`src/hw/rtl/lif_pkg.sv`:
```
// ----------------------------------------------------------------------------
// lif_pkg: shared types and constants
// Neuron count, widths, word formats, codes and saturation for the network.
// ----------------------------------------------------------------------------
package lif_pkg;

  localparam int NEURONS        = 8;
  localparam int POTENTIAL_BITS = 16;
  localparam int IDX_W          = $clog2(NEURONS);
  localparam int CNT_W          = $clog2(NEURONS + 1);
  localparam int TAU_W          = 10;
  localparam int WADDR_W        = 2 * IDX_W;
  localparam int DIV_W          = POTENTIAL_BITS + 1;
  localparam int DIV_CNT_W      = $clog2(DIV_W);

  typedef enum logic [1:0] {
    ACT_TICK        = 2'd0,
    ACT_LOAD_NEURON = 2'd1,
    ACT_LOAD_WEIGHT = 2'd2
  } action_e;

  localparam logic [2:0] CFG_THRESHOLD  = 3'd0;
  localparam logic [2:0] CFG_REFRACTORY = 3'd1;
  localparam logic [2:0] CFG_ACTIVE     = 3'd2;
  localparam logic [2:0] CFG_MONITOR    = 3'd3;

  typedef enum logic [2:0] {
    ST_IDLE,
    ST_ADD,
    ST_DIV,
    ST_FAN_RD,
    ST_FAN_WR,
    ST_DONE
  } state_e;

  typedef struct packed {
    logic [1:0]         action;
    logic [2:0]         neuron_index;
    logic [2:0]         target_index;
    logic signed [15:0] value;
    logic [9:0]         time_constant;
  } in_word_t;

  typedef struct packed {
    logic [7:0]         spike_mask;
    logic signed [15:0] monitor_potential;
  } out_word_t;

  typedef struct packed {
    logic busy;
    logic done;
  } div_stat_t;

  function automatic logic signed [POTENTIAL_BITS-1:0] sat_pot(
      input logic signed [POTENTIAL_BITS+1:0] x);
    logic signed [POTENTIAL_BITS+1:0] hi;
    logic signed [POTENTIAL_BITS+1:0] lo;
    hi = {3'b000, {(POTENTIAL_BITS-1){1'b1}}};
    lo = {3'b111, {(POTENTIAL_BITS-1){1'b0}}};
    if (x > hi) begin
      return hi[POTENTIAL_BITS-1:0];
    end else if (x < lo) begin
      return lo[POTENTIAL_BITS-1:0];
    end
    return x[POTENTIAL_BITS-1:0];
  endfunction

endpackage

```
`src/hw/rtl/lif_ram.sv`:
```
// ----------------------------------------------------------------------------
// lif_ram: generic single-port-write RAM
// One write and one registered read per cycle.
// ----------------------------------------------------------------------------
module lif_ram #(
  parameter int WIDTH = 16,
  parameter int DEPTH = 64
) (
  input  logic                     clk,
  input  logic                     we,
  input  logic [$clog2(DEPTH)-1:0] waddr,
  input  logic [WIDTH-1:0]         wdata,
  input  logic                     re,
  input  logic [$clog2(DEPTH)-1:0] raddr,
  output logic [WIDTH-1:0]         rdata
);

  logic [WIDTH-1:0] mem [DEPTH];

  always_ff @(posedge clk) begin
    if (we) begin
      mem[waddr] <= wdata;
    end
    if (re) begin
      rdata <= mem[raddr];
    end
  end

endmodule

```
`src/hw/rtl/lif_div.sv`:
```
// ----------------------------------------------------------------------------
// lif_div: bit-serial unsigned divider
// Restoring division, one quotient bit per cycle through a shift register.
// ----------------------------------------------------------------------------
module lif_div import lif_pkg::*; (
  input  logic                 clk,
  input  logic                 rst,
  input  logic                 start,
  input  logic [DIV_W-1:0]     dividend,
  input  logic [TAU_W-1:0]     divisor,
  output div_stat_t            stat,
  output logic [DIV_W-1:0]     quotient
);

  logic [DIV_W-1:0]     dq;
  logic [TAU_W-1:0]     rem;
  logic [TAU_W-1:0]     dvs;
  logic [DIV_CNT_W-1:0] cnt;
  logic                 busy;
  logic                 done;
  logic [TAU_W:0]       rem_s;
  logic                 ge;
  logic [TAU_W:0]       rem_sub;

  assign rem_s   = {rem, dq[DIV_W-1]};
  assign ge      = rem_s >= {1'b0, dvs};
  assign rem_sub = rem_s - {1'b0, dvs};

  always_ff @(posedge clk) begin
    if (rst) begin
      busy <= 1'b0;
      done <= 1'b0;
      cnt  <= '0;
    end else begin
      done <= 1'b0;
      if (start) begin
        busy <= 1'b1;
        cnt  <= '0;
      end else if (busy) begin
        cnt <= cnt + 1'b1;
        if (cnt == DIV_CNT_W'(DIV_W - 1)) begin
          busy <= 1'b0;
          done <= 1'b1;
        end
      end
    end
  end

  always_ff @(posedge clk) begin
    if (start) begin
      dq  <= dividend;
      rem <= '0;
      dvs <= divisor;
    end else if (busy) begin
      rem <= ge ? rem_sub[TAU_W-1:0] : rem_s[TAU_W-1:0];
      dq  <= {dq[DIV_W-2:0], ge};
    end
  end

  assign stat.busy = busy;
  assign stat.done = done;
  assign quotient  = dq;

endmodule

```
`src/hw/rtl/lif_neuron_network_step.sv`:
```
// ----------------------------------------------------------------------------
// lif_neuron_network_step: leaky integrate-and-fire network
// Loads neuron parameters and weights, and steps all active neurons per tick.
// ----------------------------------------------------------------------------
//  Channel  Direction  Handshake              Content
//  in       input      in_valid / in_ready    tick or load word (in_word_t)
//  out      output     out_valid / out_ready  spike mask and monitor (out_word_t)
//  cfg      input      cfg_valid / cfg_ready  register index and data
//
// A load word is written when accepted. Per tick, each active neuron adds its
// pending input, then fires and fans its weights out to the active targets, or
// counts down refractory time, or leaks via the serial divider. Reset loads
// defaults, clears neuron state and weight flags; unwritten weights read zero.
// A finished result waits in the output register while the next word is taken.
module lif_neuron_network_step import lif_pkg::*; (
  input  logic                          clk,
  input  logic                          rst,
  input  logic                          in_valid,
  output logic                          in_ready,
  input  in_word_t                      in_word,
  output logic                          out_valid,
  input  logic                          out_ready,
  output out_word_t                     out_word,
  input  logic                          cfg_valid,
  output logic                          cfg_ready,
  input  logic [2:0]                    cfg_index,
  input  logic [15:0]                   cfg_data
);

  localparam int P = POTENTIAL_BITS;

  state_e state, state_next;

  logic signed [15:0] fire_threshold;
  logic [3:0]         refractory_ticks;
  logic [3:0]         active_neurons;
  logic [2:0]         monitor_neuron;

  logic signed [P-1:0] pot   [NEURONS];
  logic signed [P-1:0] pend  [NEURONS];
  logic [3:0]          refr  [NEURONS];
  logic signed [15:0]  drive [NEURONS];
  logic [TAU_W-1:0]    tau   [NEURONS];
  logic [NEURONS*NEURONS-1:0] wvalid;

  logic [CNT_W-1:0]    count;
  logic [CNT_W-1:0]    n_cnt;
  logic [CNT_W-1:0]    p_cnt;
  logic signed [P-1:0] vcur;
  logic                dneg;
  logic [7:0]          mask;
  logic signed [P-1:0] mon;
  logic                wv_q;

  logic [IDX_W-1:0]    n_idx;
  logic [IDX_W-1:0]    p_idx;
  logic [IDX_W-1:0]    pot_idx;
  logic [IDX_W-1:0]    pend_idx;
  logic signed [P-1:0] pot_rd;
  logic signed [P-1:0] pend_rd;
  logic signed [P-1:0] v_sum;
  logic                fire;
  logic signed [P+1:0] diff;
  logic [P+1:0]        diff_mag;
  logic [DIV_W-1:0]    quot;
  logic signed [P+1:0] dv;
  logic signed [P-1:0] v_leak;
  logic [CNT_W-1:0]    n_inc;
  logic [CNT_W-1:0]    p_inc;
  logic                last_n;
  logic                last_p;
  logic                div_start;
  div_stat_t           div_stat;
  logic                ram_we;
  logic [WADDR_W-1:0]  ram_waddr;
  logic [WADDR_W-1:0]  ram_raddr;
  logic [15:0]         ram_rdata;
  logic signed [15:0]  weight;
  logic                in_acc;
  logic                out_load;
  logic [CNT_W-1:0]    count_new;
  logic                src_ok;
  logic                dst_ok;

  assign in_ready  = state == ST_IDLE;
  assign cfg_ready = 1'b1;
  assign in_acc    = in_valid && in_ready;
  assign out_load  = (state == ST_DONE) && (!out_valid || out_ready);

  assign n_idx    = n_cnt[IDX_W-1:0];
  assign p_idx    = p_cnt[IDX_W-1:0];
  assign pot_idx  = (state == ST_IDLE) ? monitor_neuron : n_idx;
  assign pend_idx = (state == ST_FAN_WR) ? p_idx : n_idx;
  assign pot_rd   = pot[pot_idx];
  assign pend_rd  = pend[pend_idx];

  assign v_sum    = sat_pot({{2{pot_rd[P-1]}}, pot_rd} + {{2{pend_rd[P-1]}}, pend_rd});
  assign fire     = v_sum > P'(fire_threshold);
  assign diff     = {{(P+2-16){drive[n_idx][15]}}, drive[n_idx]} - {{2{v_sum[P-1]}}, v_sum};
  assign diff_mag = diff[P+1] ? -diff : diff;
  assign dv       = dneg ? -{1'b0, quot} : {1'b0, quot};
  assign v_leak   = sat_pot({{2{vcur[P-1]}}, vcur} + dv);
  assign n_inc    = n_cnt + 1'b1;
  assign p_inc    = p_cnt + 1'b1;
  assign last_n   = n_inc == count;
  assign last_p   = p_inc == count;
  assign weight   = wv_q ? ram_rdata : 16'sd0;

  assign count_new = (active_neurons > CNT_W'(NEURONS)) ? CNT_W'(NEURONS)
                                                        : CNT_W'(active_neurons);
  assign src_ok    = 32'(in_word.neuron_index) < NEURONS;
  assign dst_ok    = 32'(in_word.target_index) < NEURONS;

  assign div_start = (state == ST_ADD) && !fire && (refr[n_idx] == 4'd0);
  assign ram_we    = in_acc && (in_word.action == ACT_LOAD_WEIGHT) && src_ok && dst_ok;
  assign ram_waddr = {in_word.neuron_index[IDX_W-1:0], in_word.target_index[IDX_W-1:0]};
  assign ram_raddr = {n_idx, p_idx};

  lif_div u_div (
    .clk      (clk),
    .rst      (rst),
    .start    (div_start),
    .dividend (diff_mag[DIV_W-1:0]),
    .divisor  (tau[n_idx]),
    .stat     (div_stat),
    .quotient (quot)
  );

  lif_ram #(.WIDTH(16), .DEPTH(NEURONS * NEURONS)) u_weights (
    .clk   (clk),
    .we    (ram_we),
    .waddr (ram_waddr),
    .wdata (in_word.value),
    .re    (state == ST_FAN_RD),
    .raddr (ram_raddr),
    .rdata (ram_rdata)
  );

  always_ff @(posedge clk) begin
    if (rst) begin
      state <= ST_IDLE;
    end else begin
      state <= state_next;
    end
  end

  always_comb begin
    state_next = state;
    case (state)
      ST_IDLE: begin
        if (in_acc && in_word.action == ACT_TICK) begin
          state_next = (count_new == '0) ? ST_DONE : ST_ADD;
        end
      end
      ST_ADD: begin
        if (fire) begin
          state_next = ST_FAN_RD;
        end else if (refr[n_idx] != 4'd0) begin
          state_next = last_n ? ST_DONE : ST_ADD;
        end else begin
          state_next = ST_DIV;
        end
      end
      ST_DIV: begin
        if (div_stat.done) begin
          state_next = last_n ? ST_DONE : ST_ADD;
        end
      end
      ST_FAN_RD: state_next = ST_FAN_WR;
      ST_FAN_WR: begin
        if (!last_p) begin
          state_next = ST_FAN_RD;
        end else begin
          state_next = last_n ? ST_DONE : ST_ADD;
        end
      end
      ST_DONE: begin
        if (out_load) begin
          state_next = ST_IDLE;
        end
      end
      default: state_next = ST_IDLE;
    endcase
  end

  always_ff @(posedge clk) begin
    if (rst) begin
      fire_threshold   <= 16'sd256;
      refractory_ticks <= 4'd3;
      active_neurons   <= 4'd3;
      monitor_neuron   <= 3'd2;
      out_valid        <= 1'b0;
      wvalid           <= '0;
      for (int i = 0; i < NEURONS; i++) begin
        pot[i]   <= '0;
        pend[i]  <= '0;
        refr[i]  <= '0;
        drive[i] <= '0;
        tau[i]   <= TAU_W'(1);
      end
    end else begin
      if (cfg_valid && cfg_ready) begin
        case (cfg_index)
          CFG_THRESHOLD:  fire_threshold   <= cfg_data;
          CFG_REFRACTORY: refractory_ticks <= cfg_data[3:0];
          CFG_ACTIVE:     active_neurons   <= cfg_data[3:0];
          CFG_MONITOR:    monitor_neuron   <= cfg_data[2:0];
          default: ;
        endcase
      end

      if (in_acc && in_word.action == ACT_LOAD_NEURON && src_ok) begin
        drive[in_word.neuron_index[IDX_W-1:0]] <= in_word.value;
        tau[in_word.neuron_index[IDX_W-1:0]]   <=
          (in_word.time_constant == '0) ? TAU_W'(1) : in_word.time_constant;
      end
      if (ram_we) begin
        wvalid[ram_waddr] <= 1'b1;
      end

      case (state)
        ST_ADD: begin
          pend[n_idx] <= '0;
          if (fire) begin
            refr[n_idx] <= refractory_ticks;
            pot[n_idx]  <= '0;
          end else if (refr[n_idx] != 4'd0) begin
            refr[n_idx] <= refr[n_idx] - 4'd1;
            pot[n_idx]  <= '0;
          end
        end
        ST_DIV: begin
          if (div_stat.done) begin
            pot[n_idx] <= v_leak;
          end
        end
        ST_FAN_WR: begin
          pend[p_idx] <= sat_pot({{2{pend_rd[P-1]}}, pend_rd} +
                                 {{(P+2-16){weight[15]}}, weight});
        end
        default: ;
      endcase

      if (out_load) begin
        out_valid <= 1'b1;
      end else if (out_ready) begin
        out_valid <= 1'b0;
      end
    end
  end

  always_ff @(posedge clk) begin
    if (in_acc && in_word.action == ACT_TICK) begin
      count <= count_new;
      n_cnt <= '0;
      mask  <= '0;
      mon   <= (CNT_W'(monitor_neuron) < count_new) ? '0 : pot_rd;
    end
    case (state)
      ST_ADD: begin
        vcur <= v_sum;
        dneg <= diff[P+1];
        p_cnt <= '0;
        if (n_idx == monitor_neuron) begin
          mon <= v_sum;
        end
        if (fire) begin
          mask[n_idx] <= 1'b1;
        end else if (refr[n_idx] != 4'd0) begin
          n_cnt <= n_inc;
        end
      end
      ST_DIV: begin
        if (div_stat.done) begin
          n_cnt <= n_inc;
        end
      end
      ST_FAN_RD: wv_q <= wvalid[ram_raddr];
      ST_FAN_WR: begin
        p_cnt <= p_inc;
        if (last_p) begin
          n_cnt <= n_inc;
        end
      end
      default: ;
    endcase
    if (out_load) begin
      out_word.spike_mask        <= mask;
      out_word.monitor_potential <= mon;
    end
  end

  a_tick_starts: assert property (@(posedge clk) disable iff (rst)
    in_acc && in_word.action == ACT_TICK |=> state != ST_IDLE)
    else $error("tick word did not start a pass");

  a_fan_in_range: assert property (@(posedge clk) disable iff (rst)
    state == ST_FAN_RD |-> p_cnt < count && n_cnt < count)
    else $error("fan-out index beyond active count");

  a_result_from_done: assert property (@(posedge clk) disable iff (rst)
    $rose(out_valid) |-> $past(state) == ST_DONE)
    else $error("result appeared outside the finish state");

  a_div_done_in_div: assert property (@(posedge clk) disable iff (rst)
    div_stat.done |-> state == ST_DIV)
    else $error("divider finished outside the leak step");

endmodule
```
`config.mk`:
```
export PLATFORM = sky130hd
export DESIGN_NAME = lif_neuron_network_step
export DESIGN_NICKNAME = d
export VERILOG_FILES = /design/src/hw/rtl/lif_pkg.sv /design/src/hw/rtl/lif_ram.sv /design/src/hw/rtl/lif_div.sv /design/src/hw/rtl/lif_neuron_network_step.sv
export SDC_FILE = /design/constraint.sdc
export NUM_CORES = 2
export LEC_CHECK = 0
export ABC_AREA = 1
export BUFFER_PORTS_ARGS = -buffer_cell sky130_fd_sc_hd__buf_2
export CAP_MARGIN = 20
export CORE_AREA = 2 2 496 350
export CTS_BUF_LIST = sky130_fd_sc_hd__clkbuf_16
export CTS_CLUSTER_SIZE = 14
export DETAILED_ROUTE_END_ITERATION = 6
export DIE_AREA = 0 0 498 352
export SYNTH_ARGS = -nofsm -noshare
export SYNTH_HDL_FRONTEND = slang
export SYNTH_SLANG_ARGS = --single-unit
```
`constraint.sdc`:
```
create_clock -name clk -period 6.6 [get_ports clk]
set_input_delay 0.99 -clock clk [delete_from_list [all_inputs] [get_ports clk]]
set_output_delay 0.99 -clock clk [all_outputs]
set_load 0.1 [all_outputs]
```
==> out/qor.csv <==
stage;metric;value;unit
critical_path;WP data required;7.14;ns
logic_synthesis;distinct cell type count after synthesis;63;
timing;Final Hold Fails;0;
pwr;VDD IR-drop max;670;uV
floorplan;Starting Density;44.7;%
critical_path;Slowest cell on crit path;xor2_1;
critical_path;CP endpoint kind;flop;
timing;Final Max Slew Viols;0;
logic_synthesis;post-synthesis sequential area ratio;67.2;%
clock_tree;Clock Sinks;1753;
timing;post-route clock skew;0.0351;ns
critical_path;Worst R2R Path Depth;38;
critical_path;CP Max Fanout;27;
clock_tree;CTS tree;done;
logic_synthesis;EDFF count, synth;1613;
global_route;largest net degree at the start of global routing;184;
logic_synthesis;register bit total from synthesis;1753;
logic_synthesis;syn_area_per_cell;11.1;um2
pwr;Sw Ratio;42.3;%
run;max_cap viols;0;
cells_and_area;Final Util;50.6;%
pwr;Internal;25.6;mW
timing;RSZ-0062 raised after global routing;true;
floorplan;Core ar.;171000;um2
routing;drt drc;0;
logic_synthesis;top-area cell type share of the netlist area;63.5;%
floorplan;Cell Rows;127;
cells_and_area;Finished Cell Area;86300;um2
cells_and_area;Area Growth Syn to Fin;13.2;%
cells_and_area;Layout Cells excl Fill;9447;
critical_path;FF-to-FF Start;state[1];
place;port bufs;83;
timing;final period utilization;94.6;%
floorplan;Die ar.;175000;um2
logic_synthesis;main flop type after synthesis;edfxtp_1;
clock_tree;Clock Path Buffers;3;
global_route;initial antenna violation count;14;
place;Inst Count DP;9114;
critical_path;flop-to-flop setup slack;0.35;ns
pwr;clock network power share;21.4;%
critical_path;delay-heaviest family, CP;simple AND/OR/NAND/NOR gates;
min_path;Worst Hold Path EP;fire_threshold[8];
routing;DRT Wirelength;227000;um
routing;first drt pass iteration count;6;
min_path;hold path start;cfg_data[8];
min_path;Worst Hold Depth;3;
critical_path;CP arrival;6.79;ns
global_route;vias in the first global route;50300;
clock_tree;Clock Latency Late Sink;0.82;ns
routing;Vias/cell;5.78;
timing;Setup-failing EPs final;0;
logic_synthesis;top cells by count, synth;edfxtp_1 (1613), nor2_1 (1444), nand2_1 (803);
critical_path;slowest stage delay, CP;0.47;ns
timing;Final min period;6.25;ns
min_path;worst hold path class;in -> reg;
timing;Max-slew headroom;25.8;%
floorplan;Chip Height;352;um
pwr;PwrDens;515;nW/um2
logic_synthesis;post-synth top area cell;edfxtp_1;
critical_path;critical path class;reg -> reg;
critical_path;crit start category;flop;
logic_synthesis;post-synthesis cell area;76300;um2
clock_tree;CTS Root Cell;clkbuf_16;
timing;Worst Max-Slew Pin Slew;1.11;ns
cells_and_area;fraction of layout cells with a size suffix above 1;11.3;%
clock_tree;CTS Buf Count;168;
routing;via count;54600;
routing;Initial DRC Count;7243;
logic_synthesis;syn_nets;7011;
logic_synthesis;Yosys Warn Count;0;
logic_synthesis;Post-synth ARST share;0;%
place;Post-DP Area;80600;um2
timing;fmax;160;MHz
logic_synthesis;Synth area leaders;edfxtp_1 (64%), nor2_1 (7.1%), o21ai_0 (4.7%);
critical_path;Bufs and invs on worst path;9;
pwr;Comb power frac;49.4;%
floorplan;Die X;498;um
pwr;net switching power;18.8;mW
clock_tree;H-Tree Level Count;4;
routing;post-route ant nets;0;
global_route;grt ovf;0;
pwr;Seq pwr share;29.1;%
place;Post-DP HPWL;140000;um
status;status;completed;
timing;worst hold margin;0.428;ns
routing;post-DR wirelength/cell;24.0;um
cells_and_area;FILL cells;15000;
logic_synthesis;Cells after Synth;6848;
critical_path;R2R Path End;refr[0][2];
global_route;GRT Util Overall;25.3;%
floorplan;I/O Pins;85;
cells_and_area;Final nets;7212;
cells_and_area;register area;51200;um2
logic_synthesis;top-count cell post-synth;edfxtp_1;
place;Placer Congestion;0.943;
cells_and_area;multi-input logic area;22100;um2
pwr;LEAKAGE;30.9;nW
timing;setup_tns;0;ns
clock_tree;Worst-path clk slew;0.07;ns
critical_path;most frequent CP cell;nand2_1;
global_route;first-pass GRT wire length;334000;um
## layout by cell type (no fill, tap or decap), types with 17 or more instances in the layout
cell / count
nor2_2: 58
buf_12: 23
buf_4: 278
dfxtp_1: 138
edfxtp_1: 1613
o21ai_0: 714
inv_1: 417
clkinv_2: 31
nor2_1: 1393
xnor2_1: 23
o21ai_1: 21
inv_2: 17
o211ai_1: 94
nor3_1: 38
nand3_1: 226
buf_2: 82
o221ai_1: 191
a32o_1: 18
a21oi_1: 189
nand2_2: 22
ha_1: 98
clkbuf_16: 173
nand4_1: 42
xor2_1: 53
clkinv_1: 53
o22ai_1: 128
nand2_1: 793
## flip-flops by register name, indices dropped and copies added (netlist names), 17 cells and up
name,count
drive,128
tau,80
out_word,24
u_div.quotient,17
wvalid,64
u_weights.mem,1024
refr,32
pend,128
pot,128
## final cells by class
type | instances | area share [%]
Antenna cell | 2 | 0.00580
Clock buffer | 173 | 5.01
Clock inverter | 136 | 1.17
Inverter | 418 | 1.86
Multi-Input combinational cell | 4304 | 25.6
Sequential cell | 1753 | 59.3
Tap cell | 2257 | 3.27
Timing Repair Buffer | 404 | 3.78
## worst max path at each step
stage	slack [ns]	cells past startpoint	startpoint	end
finish	0.35	38	state[1]	refr[0][2]
global route	-0.006	46	state[1]	u_div.quotient[11]
CTS	0.005	39	state[1]	refr[7][3]
detailed placement	-0.004	35	state[1]	refr[7][3]
global placement	0.06	39	state[1]	u_div.quotient[13]
floorplan	0.34	41	p_cnt[0]	pot[1][0]
## power groups by stage
stage	Combinational, mW	Clock (mW)	Sequential, mW
6_report	22.0	9.52	13.0
5_1_grt	23.9	10.1	13.0
4_1_cts	21.1	9.63	12.9
3_5_place_dp	20.9	0	13.2
3_3_place_gp	20.9	0	13.2
2_1_floorplan	12.7	0	13.1
## cell families after synthesis
| kind of cell | count (synthesis) | synth area share [%] |
|---|---|---|
| xor+xnor | 78 | 0.896 |
| simple gates | 2663 | 14.4 |
| other cells | 1 | 0.00492 |
| flops | 1753 | 67.2 |
| buf+inv | 791 | 4.24 |
| compound gates | 1457 | 11.5 |
| fa+ha+maj | 105 | 1.77 |
## worst min-delay path: stages
cell      delay [ns]
buf_2           0.10
nand2_1         0.05
o211ai_1        0.07
## metal layers
layer | part of all wire [%] | wire length, um | track usage [%]
met3 | 11 | 25500 | 5.68
met5 | 0.036 | 81 | 0
met2 | 42 | 94300 | 35.1
met1 | 45 | 103000 | 39.8
met4 | 2.0 | 4490 | 6.03
## repair_timing
item	4_1_cts	5_1_grt
resized for setup	6	54
pin swaps	0	10
endpoints found under the hold margin	0	0
endpoints found under the setup margin	24	381
setup buffers	0	13
gates cloned	0	0
hold buffers	0	0
## through the flow
| step | power [mW] | setup slack [ns] |
|---|---|---|
| after floorplan | 25.8 | 0.338 |
| after global routing | 47.0 | -0.00557 |
| final | 44.4 | 0.353 |
| after CTS | 43.7 | 0.00466 |
| after detailed placement | 34.1 | -0.00362 |
| after global placement | 34.1 | 0.0615 |
Power figures use the tool's default switching activity.
